--- src/design/sle_pkg.sv ---
// Shared types, constants and result decoding for the serial line editor.
package sle_pkg;

    // Line buffer and capacity limits
    localparam int BUFFER_DEPTH = 256;
    localparam int CAP_LIMIT    = (BUFFER_DEPTH < 256) ? BUFFER_DEPTH : 256;
    localparam int CAP_W        = 9;
    localparam int BYTE_W       = 8;
    localparam int ADDR_W       = 8;
    localparam logic [CAP_W-1:0] CAP_MAX   = CAP_W'(CAP_LIMIT);
    localparam logic [CAP_W-1:0] CAP_RESET = 9'd256;

    // Command queue between front and back
    localparam int QUEUE_DEPTH = 4;
    localparam int QUEUE_AW    = $clog2(QUEUE_DEPTH);

    // Item kinds and terminal keys
    localparam logic KIND_BYTE = 1'b0;
    localparam logic KIND_ARM  = 1'b1;
    localparam logic [BYTE_W-1:0] KEY_CR    = 8'd13;
    localparam logic [BYTE_W-1:0] KEY_LF    = 8'd10;
    localparam logic [BYTE_W-1:0] KEY_BS    = 8'd8;
    localparam logic [BYTE_W-1:0] KEY_DEL   = 8'd127;
    localparam logic [BYTE_W-1:0] KEY_SPACE = 8'd32;

    typedef enum logic [1:0] {
        OP_ARM,
        OP_CR,
        OP_BS,
        OP_STORE
    } op_t;

    typedef logic [1:0] step_t;

    typedef struct packed {
        op_t               op;
        logic [ADDR_W-1:0] addr;
        logic [BYTE_W-1:0] data;
        logic              line_ready;
    } cmd_t;

    typedef struct packed {
        logic              tx_valid;
        logic [BYTE_W-1:0] echo_byte;
        logic              wr_valid;
        logic [ADDR_W-1:0] wr_addr;
        logic [BYTE_W-1:0] wr_data;
        logic              line_ready;
        logic              last;
    } result_t;

    // Decode one result word of a command at a given step
    function automatic result_t make_result(cmd_t cmd, step_t step);
        result_t r;
        r            = '0;
        r.line_ready = cmd.line_ready;
        unique case (cmd.op)
            OP_ARM:
            begin
                r.wr_valid = 1'b1;
                r.last     = 1'b1;
            end
            OP_CR:
            begin
                r.tx_valid  = 1'b1;
                r.echo_byte = (step == 2'd0) ? KEY_CR : KEY_LF;
                r.last      = (step != 2'd0);
            end
            OP_BS:
            begin
                r.tx_valid = 1'b1;
                if (step == 2'd0)
                begin
                    r.echo_byte = KEY_BS;
                    r.wr_valid  = 1'b1;
                    r.wr_addr   = cmd.addr;
                end
                else if (step == 2'd1)
                begin
                    r.echo_byte = KEY_SPACE;
                end
                else
                begin
                    r.echo_byte = KEY_BS;
                    r.last      = 1'b1;
                end
            end
            OP_STORE:
            begin
                r.wr_valid = 1'b1;
                if (step == 2'd0)
                begin
                    r.tx_valid  = 1'b1;
                    r.echo_byte = cmd.data;
                    r.wr_addr   = cmd.addr;
                    r.wr_data   = cmd.data;
                end
                else
                begin
                    r.wr_addr = cmd.addr + ADDR_W'(1);
                    r.last    = 1'b1;
                end
            end
            default:
            begin
                r = '0;
            end
        endcase
        return r;
    endfunction

endpackage

--- src/design/sle_front.sv ---
// Front end: accepts words, tracks line state and classifies into commands.
module sle_front (
    input  logic                        clk,
    input  logic                        rst_n,
    input  logic                        cfg_wr_en,
    input  logic [sle_pkg::CAP_W-1:0]   cfg_wr_data,
    input  logic                        in_valid,
    output logic                        in_stall,
    input  logic                        kind,
    input  logic [sle_pkg::BYTE_W-1:0]  rx_byte,
    input  logic                        q_full,
    output logic                        q_push,
    output sle_pkg::cmd_t               q_cmd
);
    import sle_pkg::*;

    logic [CAP_W-1:0]  capacity_reg;
    logic              editing_reg;
    logic              editing_next;
    logic [ADDR_W-1:0] cursor_reg;
    logic [ADDR_W-1:0] cursor_next;
    logic [CAP_W-1:0]  cap_eff;
    logic [CAP_W-1:0]  cursor_inc;
    logic              accept;
    logic              produce;
    op_t               op;

    assign in_stall = q_full;
    assign accept   = in_valid && !in_stall;

    // Limit the capacity to the buffer and address range
    assign cap_eff    = (capacity_reg > CAP_MAX) ? CAP_MAX : capacity_reg;
    assign cursor_inc = {1'b0, cursor_reg} + CAP_W'(1);

    // Classify the word and work out the next line state
    always_comb
    begin
        editing_next = editing_reg;
        cursor_next  = cursor_reg;
        produce      = 1'b0;
        op           = OP_ARM;
        priority if (kind == KIND_ARM)
        begin
            editing_next = 1'b1;
            cursor_next  = '0;
            produce      = 1'b1;
            op           = OP_ARM;
        end
        else if (!editing_reg)
        begin
            produce = 1'b0;
        end
        else if (rx_byte == KEY_CR)
        begin
            editing_next = 1'b0;
            produce      = 1'b1;
            op           = OP_CR;
        end
        else if (rx_byte == KEY_DEL)
        begin
            if (cursor_reg != '0)
            begin
                cursor_next = cursor_reg - ADDR_W'(1);
                produce     = 1'b1;
                op          = OP_BS;
            end
        end
        else if (cursor_inc < cap_eff)
        begin
            cursor_next = cursor_inc[ADDR_W-1:0];
            produce     = 1'b1;
            op          = OP_STORE;
        end
        else
        begin
            // drop a byte with no room left
            produce = 1'b0;
        end
    end

    assign q_push = accept && produce;

    // Build the command word
    always_comb
    begin
        q_cmd.op         = op;
        q_cmd.addr       = (op == OP_BS) ? cursor_next : cursor_reg;
        q_cmd.data       = rx_byte;
        q_cmd.line_ready = !editing_next;
    end

    // Hold configuration and line state
    always_ff @(posedge clk or negedge rst_n)
    begin
        if (!rst_n)
        begin
            capacity_reg <= CAP_RESET;
            editing_reg  <= 1'b0;
            cursor_reg   <= '0;
        end
        else
        begin
            if (cfg_wr_en)
            begin
                capacity_reg <= cfg_wr_data;
            end
            if (accept)
            begin
                editing_reg <= editing_next;
                cursor_reg  <= cursor_next;
            end
        end
    end

endmodule

--- src/design/sle_queue.sv ---
// Short command queue between the front and back ends.
module sle_queue (
    input  logic          clk,
    input  logic          rst_n,
    input  logic          push,
    input  sle_pkg::cmd_t push_cmd,
    output logic          full,
    input  logic          pop,
    output logic          not_empty,
    output sle_pkg::cmd_t head
);
    import sle_pkg::*;

    cmd_t                entry_reg [QUEUE_DEPTH];
    logic [QUEUE_AW-1:0] wr_ptr_reg;
    logic [QUEUE_AW-1:0] rd_ptr_reg;
    logic [QUEUE_AW:0]   count_reg;
    logic [QUEUE_AW:0]   count_next;

    assign full      = (count_reg == (QUEUE_AW+1)'(QUEUE_DEPTH));
    assign not_empty = (count_reg != '0);
    assign head      = entry_reg[rd_ptr_reg];

    always_comb
    begin
        count_next = count_reg;
        if (push && !pop)
        begin
            count_next = count_reg + (QUEUE_AW+1)'(1);
        end
        else if (pop && !push)
        begin
            count_next = count_reg - (QUEUE_AW+1)'(1);
        end
    end

    // Advance pointers and count
    always_ff @(posedge clk or negedge rst_n)
    begin
        if (!rst_n)
        begin
            wr_ptr_reg <= '0;
            rd_ptr_reg <= '0;
            count_reg  <= '0;
        end
        else
        begin
            if (push)
            begin
                wr_ptr_reg <= wr_ptr_reg + QUEUE_AW'(1);
            end
            if (pop)
            begin
                rd_ptr_reg <= rd_ptr_reg + QUEUE_AW'(1);
            end
            count_reg <= count_next;
        end
    end

    // Store pushed commands
    always_ff @(posedge clk)
    begin
        if (push)
        begin
            entry_reg[wr_ptr_reg] <= push_cmd;
        end
    end

endmodule

--- src/design/sle_back.sv ---
// Back end: expands each command into its result words, one per cycle while the output is not stalled.
module sle_back (
    input  logic                        clk,
    input  logic                        rst_n,
    input  logic                        q_not_empty,
    input  sle_pkg::cmd_t               q_head,
    output logic                        q_pop,
    output logic                        out_valid,
    input  logic                        out_stall,
    output logic                        tx_valid,
    output logic [sle_pkg::BYTE_W-1:0]  echo_byte,
    output logic                        wr_valid,
    output logic [sle_pkg::ADDR_W-1:0]  wr_addr,
    output logic [sle_pkg::BYTE_W-1:0]  wr_data,
    output logic                        line_ready,
    output logic                        last
);
    import sle_pkg::*;

    step_t   step_reg;
    step_t   step_next;
    logic    out_valid_reg;
    logic    out_valid_next;
    result_t res;
    result_t res_reg;
    logic    load;

    assign res   = make_result(q_head, step_reg);
    assign load  = q_not_empty && (!out_valid_reg || !out_stall);
    assign q_pop = load && res.last;

    // Step through the command's words
    always_comb
    begin
        step_next      = step_reg;
        out_valid_next = out_valid_reg && out_stall;
        if (load)
        begin
            step_next      = res.last ? step_t'(0) : step_reg + step_t'(1);
            out_valid_next = 1'b1;
        end
    end

    always_ff @(posedge clk or negedge rst_n)
    begin
        if (!rst_n)
        begin
            step_reg      <= '0;
            out_valid_reg <= 1'b0;
        end
        else
        begin
            step_reg      <= step_next;
            out_valid_reg <= out_valid_next;
        end
    end

    // Hold the output word until taken
    always_ff @(posedge clk)
    begin
        if (load)
        begin
            res_reg <= res;
        end
    end

    assign out_valid  = out_valid_reg;
    assign tx_valid   = res_reg.tx_valid;
    assign echo_byte  = res_reg.echo_byte;
    assign wr_valid   = res_reg.wr_valid;
    assign wr_addr    = res_reg.wr_addr;
    assign wr_data    = res_reg.wr_data;
    assign line_ready = res_reg.line_ready;
    assign last       = res_reg.last;

endmodule

--- src/design/serial_line_editor_top.sv ---
// Top level of the serial line editor with terminal echo.
// Each received word (a byte or an arm request) is accepted while the four-entry
// command queue has room, so words may arrive back to back. The back end emits one
// result word per cycle from the queue head while the output is not stalled: an arm
// gives one word, a carriage return or a stored byte two, a backspace three, and
// ignored bytes none. Sustained throughput is therefore set by the number of result
// words the back end sends through its single output register. The capacity
// register may be written at any cycle and takes effect for the next accepted word.
module serial_line_editor_top (
    input  logic                        clk,
    input  logic                        rst_n,
    input  logic                        cfg_wr_en,
    input  logic [sle_pkg::CAP_W-1:0]   cfg_wr_data,
    input  logic                        in_valid,
    output logic                        in_stall,
    input  logic                        kind,
    input  logic [sle_pkg::BYTE_W-1:0]  rx_byte,
    output logic                        out_valid,
    input  logic                        out_stall,
    output logic                        tx_valid,
    output logic [sle_pkg::BYTE_W-1:0]  echo_byte,
    output logic                        wr_valid,
    output logic [sle_pkg::ADDR_W-1:0]  wr_addr,
    output logic [sle_pkg::BYTE_W-1:0]  wr_data,
    output logic                        line_ready,
    output logic                        last
);
    import sle_pkg::*;

    logic q_full;
    logic q_push;
    logic q_pop;
    logic q_not_empty;
    cmd_t q_cmd;
    cmd_t q_head;

    sle_front u_front (
        .clk         (clk),
        .rst_n       (rst_n),
        .cfg_wr_en   (cfg_wr_en),
        .cfg_wr_data (cfg_wr_data),
        .in_valid    (in_valid),
        .in_stall    (in_stall),
        .kind        (kind),
        .rx_byte     (rx_byte),
        .q_full      (q_full),
        .q_push      (q_push),
        .q_cmd       (q_cmd)
    );

    sle_queue u_queue (
        .clk       (clk),
        .rst_n     (rst_n),
        .push      (q_push),
        .push_cmd  (q_cmd),
        .full      (q_full),
        .pop       (q_pop),
        .not_empty (q_not_empty),
        .head      (q_head)
    );

    sle_back u_back (
        .clk         (clk),
        .rst_n       (rst_n),
        .q_not_empty (q_not_empty),
        .q_head      (q_head),
        .q_pop       (q_pop),
        .out_valid   (out_valid),
        .out_stall   (out_stall),
        .tx_valid    (tx_valid),
        .echo_byte   (echo_byte),
        .wr_valid    (wr_valid),
        .wr_addr     (wr_addr),
        .wr_data     (wr_data),
        .line_ready  (line_ready),
        .last        (last)
    );

endmodule

--- config.mk ---
export PLATFORM = sky130hd
export DESIGN_NAME = serial_line_editor_top
export DESIGN_NICKNAME = d
export VERILOG_FILES = /design/src/design/sle_pkg.sv /design/src/design/sle_front.sv /design/src/design/sle_queue.sv /design/src/design/sle_back.sv /design/src/design/serial_line_editor_top.sv
export SDC_FILE = /design/constraint.sdc
export NUM_CORES = 1
export LEC_CHECK = 0
export BUFFER_PORTS_ARGS = -buffer_cell sky130_fd_sc_hd__buf_4
export CAP_MARGIN = 20
export CORE_MARGIN = 1
export CORE_UTILIZATION = 25
export DETAILED_ROUTE_END_ITERATION = 16
export GPL_TIMING_DRIVEN = 0
export PLACE_DENSITY_LB_ADDON = 0.05
export SYNTH_ARGS = -nofsm -noshare
export SYNTH_HDL_FRONTEND = slang
export SYNTH_HIERARCHICAL = 1
export SYNTH_SLANG_ARGS = --single-unit
--- constraint.sdc ---
create_clock -name clk -period 9.4 [get_ports clk]
set_clock_uncertainty 0.05 [all_clocks]
set_input_delay 0 -clock clk [delete_from_list [all_inputs] [get_ports clk]]
set_output_delay 0 -clock clk [all_outputs]
set_load 0.02 [all_outputs]
Yosys cells after proc, flatten, opt, wreduce, memory -nomap -nowiden --
Memories as Yosys holds them, arrays and structs flattened. Index checks and enable logic that the tools add are counted.
Operators by class: add/sub/neg operators 8, order comparisons 2, equality and inequality tests 8, mux-type cells 42, reduce and logical (&&, ||, !) cells 22
Operator list (count):
- $mux 8 | 8
- $mux 9 | 3
- $pmux 9 s3 | 1
- $pmux 8 s2 | 1
- $mux 1 | 15
- $mux 2 | 7
- $mux 6 | 2
- $add 8x1->9 const B | 1
- $gt 9x9->1 const B | 1
- $lt 9x9->1 | 1
- $mux 3 | 3
- $add 8x1->8 const B | 1
- $eq 8x4->1 const B | 1
- $eq 8x7->1 const B | 1
- $reduce_bool 8->1 | 1
- $sub 8x1->8 const B | 1
- $logic_and 1x1->1 | 7
- $add 2x1->2 const B | 3
- $eq 2x2->1 const B | 3
- $logic_not 1->1 | 6
- $eq 2x1->1 const B | 2
- $logic_not 2->1 | 2
- $pmux 1 s4 | 1
- $reduce_bool 2->1 | 2
- 8 further kinds | 8
Storage, ports and cells: bits in registers 56, RAM bits 76, word-level logic and storage cells 98, memories kept 1
Memories:
- u_queue.entry_reg | depth 4, width 19, read ports 1, clocked after memory_dff 0, wr ports 1, RTL line sle_queue.sv:14 | cmd_t entry_reg [QUEUE_DEPTH];

Longest topological paths before layout --
depth after elaboration 13, mapped depth 16, gate-level depth less buffers 16

Hierarchy --
Netlist, hierarchy kept.
By module, submodules not included:
- sle_queue | instances 1, cells an instance 133, area each 3138.0 um^2
- sle_front | instances 1, cells an instance 223, area each 1795.5 um^2
- sle_back | instances 1, cells an instance 127, area each 1519.0 um^2

Worst setup path before layout --
No wires, ideal clock.
path type flip-flop to flip-flop, start register u_front.cursor_reg[1], end register u_queue.count_reg[2], library setup time 79 ps, arrival time 3561 ps, required time 9271 ps, path slack 5710 ps, stages on the path, launching flop included 17, path buffers 1, clock period less this slack 3690 ps, path through dfrtp_1 -> and3_1 -> clkbuf_1 -> nand4_1 -> xnor2_1 -> ha_1 -> a21oi_1 -> a21boi_0 -> a211oi_2 -> nand2_1 -> a31oi_1 -> ha_1 -> inv_1 -> fa_1 -> xor2_1 -> nor2_1 -> xor2_1
Between the ends: word-level cells in the longest chain between the ends 11
RTL lines:
- start, declared | RTL line sle_front.sv:20 | logic [ADDR_W-1:0] cursor_reg;
- start signal, assigned | RTL line sle_front.sv:110 | cursor_reg <= cursor_next;
- $add 8x1->9 | RTL line sle_front.sv:33 | assign cursor_inc = {1'b0, cursor_reg} + CAP_W'(1);
- $lt 9x9->1 | RTL line sle_front.sv:68 | else if (cursor_inc < cap_eff)
- $mux 1 | RTL line sle_front.sv:68
- $mux 1 (*) | RTL line sle_front.sv:59 | else if (rx_byte == KEY_DEL)
- $mux 1 (*) | RTL line sle_front.sv:53 | else if (rx_byte == KEY_CR)
- $mux 1 (*) | RTL line sle_front.sv:49 | else if (!editing_reg)
- $mux 1 (*) | RTL line sle_front.sv:42 | priority if (kind == KIND_ARM)
- $logic_and 1x1->1 (*) | RTL line sle_front.sv:81 | assign q_push = accept && produce;
- named net q_push | RTL line serial_line_editor_top.sv:31 | logic q_push;
- $logic_not 1->1 | RTL line sle_queue.sv:31 | else if (pop && !push)
- $logic_and 1x1->1 | RTL line sle_queue.sv:31
- $reduce_bool 2->1 (no source line)
- end signal, assigned | RTL line sle_queue.sv:56 | count_reg <= count_next;
- end, declared | RTL line sle_queue.sv:17 | logic [QUEUE_AW:0] count_reg;
The timed path passes the listed nets; every way through them passes the cells marked *. A chain may end at the register's enable or synchronous reset.

Worst setup path in the final report --
start register u_front.cursor_reg[0], end register u_queue.count_reg[2]
Same word-level chain as after synthesis.

==> results_dict.tcl <==
set metrics [dict create \
    outcome "completed" \
    first_pass_iters 4 \
    finish.net_count 630 \
    fill_cells 2545 \
    viasPerCell 4.529 \
    htree_levels 4 \
    die_x_um 162.7 \
    synth-main-ff-cell "edfxtp_1" \
    start_util_pct 25.55 \
    drive_gt1_share_pct 24.28 \
    drt_iter0_markers 216 \
    ys_ff_latch 132 \
    synth-async-reset-ratio_pct 21.21 \
    fin_area_sq_um 8172 \
    grt_max_degree 29 \
    placed_area_sq_um 7376 \
    vias 4180 \
    grt_pass1_wl_mm 24.74 \
    post-place-ws_ps 4429 \
    final.min_clock_period_ps 4798 \
    end_kind "register" \
    p_per_area_nw_per_um2 314.7 \
    clock.fmax_ghz 0.2084 \
    antenna_found_initial 0 \
    track_usage_pct 12.70 \
    seq_area_frac_synth_pct 59.28 \
    dieHeight_um 162.7 \
    critPathArrivalTime_ps 5100 \
    dieArea_sq_um 26460 \
    diodes 0 \
    grt_pass1_vias 4286 \
    drtAntennaViolNets 0 \
    crit_required_ps 9700 \
    synth.largest_area_cell "edfxtp_1" \
    slew_violations 0 \
    p_total_mw 2.572 \
    io_buffers 50 \
    worst_slack_ps 4602 \
    worstMarginPinSlew_ps 905.4 \
    yosys_warnings 6 \
    cts_tree "built" \
    relSlewSlack_pct 39.36 \
    p_leak_nw 3.068 \
    synth_nets 533 \
    final_cell_mix "edfxtp_1 (104), buf_4 (60), nand2_1 (40), nor2_1 (27), dfrtp_1 (27)" \
    clockBufferDepth 2 \
    drcViolationCount 0 \
    synth.distinct_cells 64 \
    clkTransAtPathRegs_ps 60 \
    dpl.hpwl_mm 11.25 \
    rows 58 \
    cp_max_fo 10 \
    io-pin-count 53 \
    yosys-top-cells-area "edfxtp_1 (48%), dfrtp_1 (10%), mux4_2 (6.3%), ha_1 (5.0%), nand2_1 (2.3%)" \
    gp_congestion 0.7959 \
    tns_ps 0 \
    cap_violations 0 \
    rsz0062_at_grt "false" \
    synth_area_sq_um 6452 \
    avgSynthCellArea_sq_um 13.36 \
    cts-root-buf "clkbuf_16" \
    setup_violations 0 \
    core-area_sq_um 25250 \
    clk_latency_ps 420 \
    timing_worst_setup_path_type "register to register" \
    fin_crit_sh_pct 51.04 \
    wl_mm 15.62 \
    hp-class "primary input to asynchronous set/reset pin" \
    wl_per_cell_um 16.92 \
    largest_reg_flops 76 \
    syn_to_final_growth_pct 26.64 \
    hold_viol_final 0 \
    grt-ovfl-total 0 \
    final_common_cell "edfxtp_1" \
    synth_top_area_share_pct 48.40 \
    fin_util_pct 32.36 \
    crit_path_start_kind "register" \
    cts_sinks 132 \
    cts_made_buffers 17 \
    synth_edf_count 104 \
    ir_worst_vdd_v 0.0001227 \
    syn_inst 483 \
]
## stage by stage
step / hold WS, ps / std cells
after floorplan: -345.6 / 483
after global placement: -70.88 / 863
after detailed placement: -69.15 / 869
after CTS: 28.16 / 923
after global routing: 57.28 / 923
final: 14.52 / 923
## cells in the mapped netlist, types with 9 or more instances
cell type and count:
mux4_2 18, o21ai_0 15, clkbuf_1 11, nor2_1 27, a21oi_1 23, xnor2_1 14
buf_4 10, ha_1 26, nand2_1 40, and3_1 9, edfxtp_1 104, mux2_2 9
nand3_1 9, inv_1 19, dfrtp_1 27
## worst max-delay path: stages (launching register included)
cell and delay [ps]:
dfrtp_1 510, and3_1 190, clkbuf_1 270, nand4_1 200, xnor2_1 180, ha_1 340, a21oi_1 140, a21boi_0 160
a211oi_2 660, nand2_1 160, a31oi_1 680, ha_1 310, inv_1 60, fa_1 370, xor2_1 150, nor2_1 120
xor2_1 150
## layout make-up
| cell class | count | area (sq um) | area share, % |
|---|---|---|---|
| clock inverters | 15 | 150.1 | 1.837 |
| flip-flops and latches | 132 | 3825 | 46.81 |
| multi-input cells | 300 | 2367 | 28.97 |
| clock buffers | 17 | 425.4 | 5.206 |
| inverters | 20 | 75.07 | 0.9187 |
| repair buffers | 78 | 730.7 | 8.942 |
| plain buffers | 31 | 185.2 | 2.266 |
| well taps | 330 | 412.9 | 5.053 |
## timing repair
action | in CTS | in global routing
hold buffers | 22 | 0
resized for setup | 0 | 0
setup buffers | 0 | 0
endpoints found under the hold margin | 72 | 0
## per-layer routing
layer | vias to the layer above | track usage [%] | part of all wire (%)
met1 | 2051 | 15.81 | 45
met4 | 0 | 5.140 | 1.8
li1 | 2029 | - | -
met2 | 80 | 21.35 | 50
met3 | 20 | 2.750 | 3.2
met5 | - | 0 | 0
## logic make-up after synthesis
family / Yosys count / share of synthesized area, %
simple gates: 139 / 11.46
fa+ha+maj: 27 / 5.352
xor+xnor: 22 / 2.986
flops: 132 / 59.28
mux: 29 / 8.416
compound gates: 83 / 8.474
buf+inv: 51 / 4.033
## worst paths after layout
check	cells after the start	startpoint	slack [ps]	endpoint
max	16	u_front/cursor_reg[0]$_DFFE_PN0P_	4600	u_queue/count_reg[2]$_DFFE_PN0P_
min	2	rst_n	10	u_queue/count_reg[2]$_DFFE_PN0P_
max reg2reg	16	u_front/cursor_reg[0]$_DFFE_PN0P_	4600	u_queue/count_reg[2]$_DFFE_PN0P_
min reg2reg	1	u_queue/count_reg[2]$_DFFE_PN0P_	440	u_queue/count_reg[2]$_DFFE_PN0P_
max in group asynchronous	2	rst_n	8950	u_front/capacity_reg[8]$_DFFE_PN1P_
min in group clk	2	cfg_wr_en	50	u_front/capacity_reg[8]$_DFFE_PN1P_
## report_power, final
part,total [mW],internal (mW),switching [mW],leakage [nW]
clock network,0.638,0.371,0.267,0.281
logic,1.04,0.423,0.615,1.46
registers,0.896,0.838,0.0590,1.32
total,2.57,1.63,0.941,3.07
(Power assumes the default switching activity.)
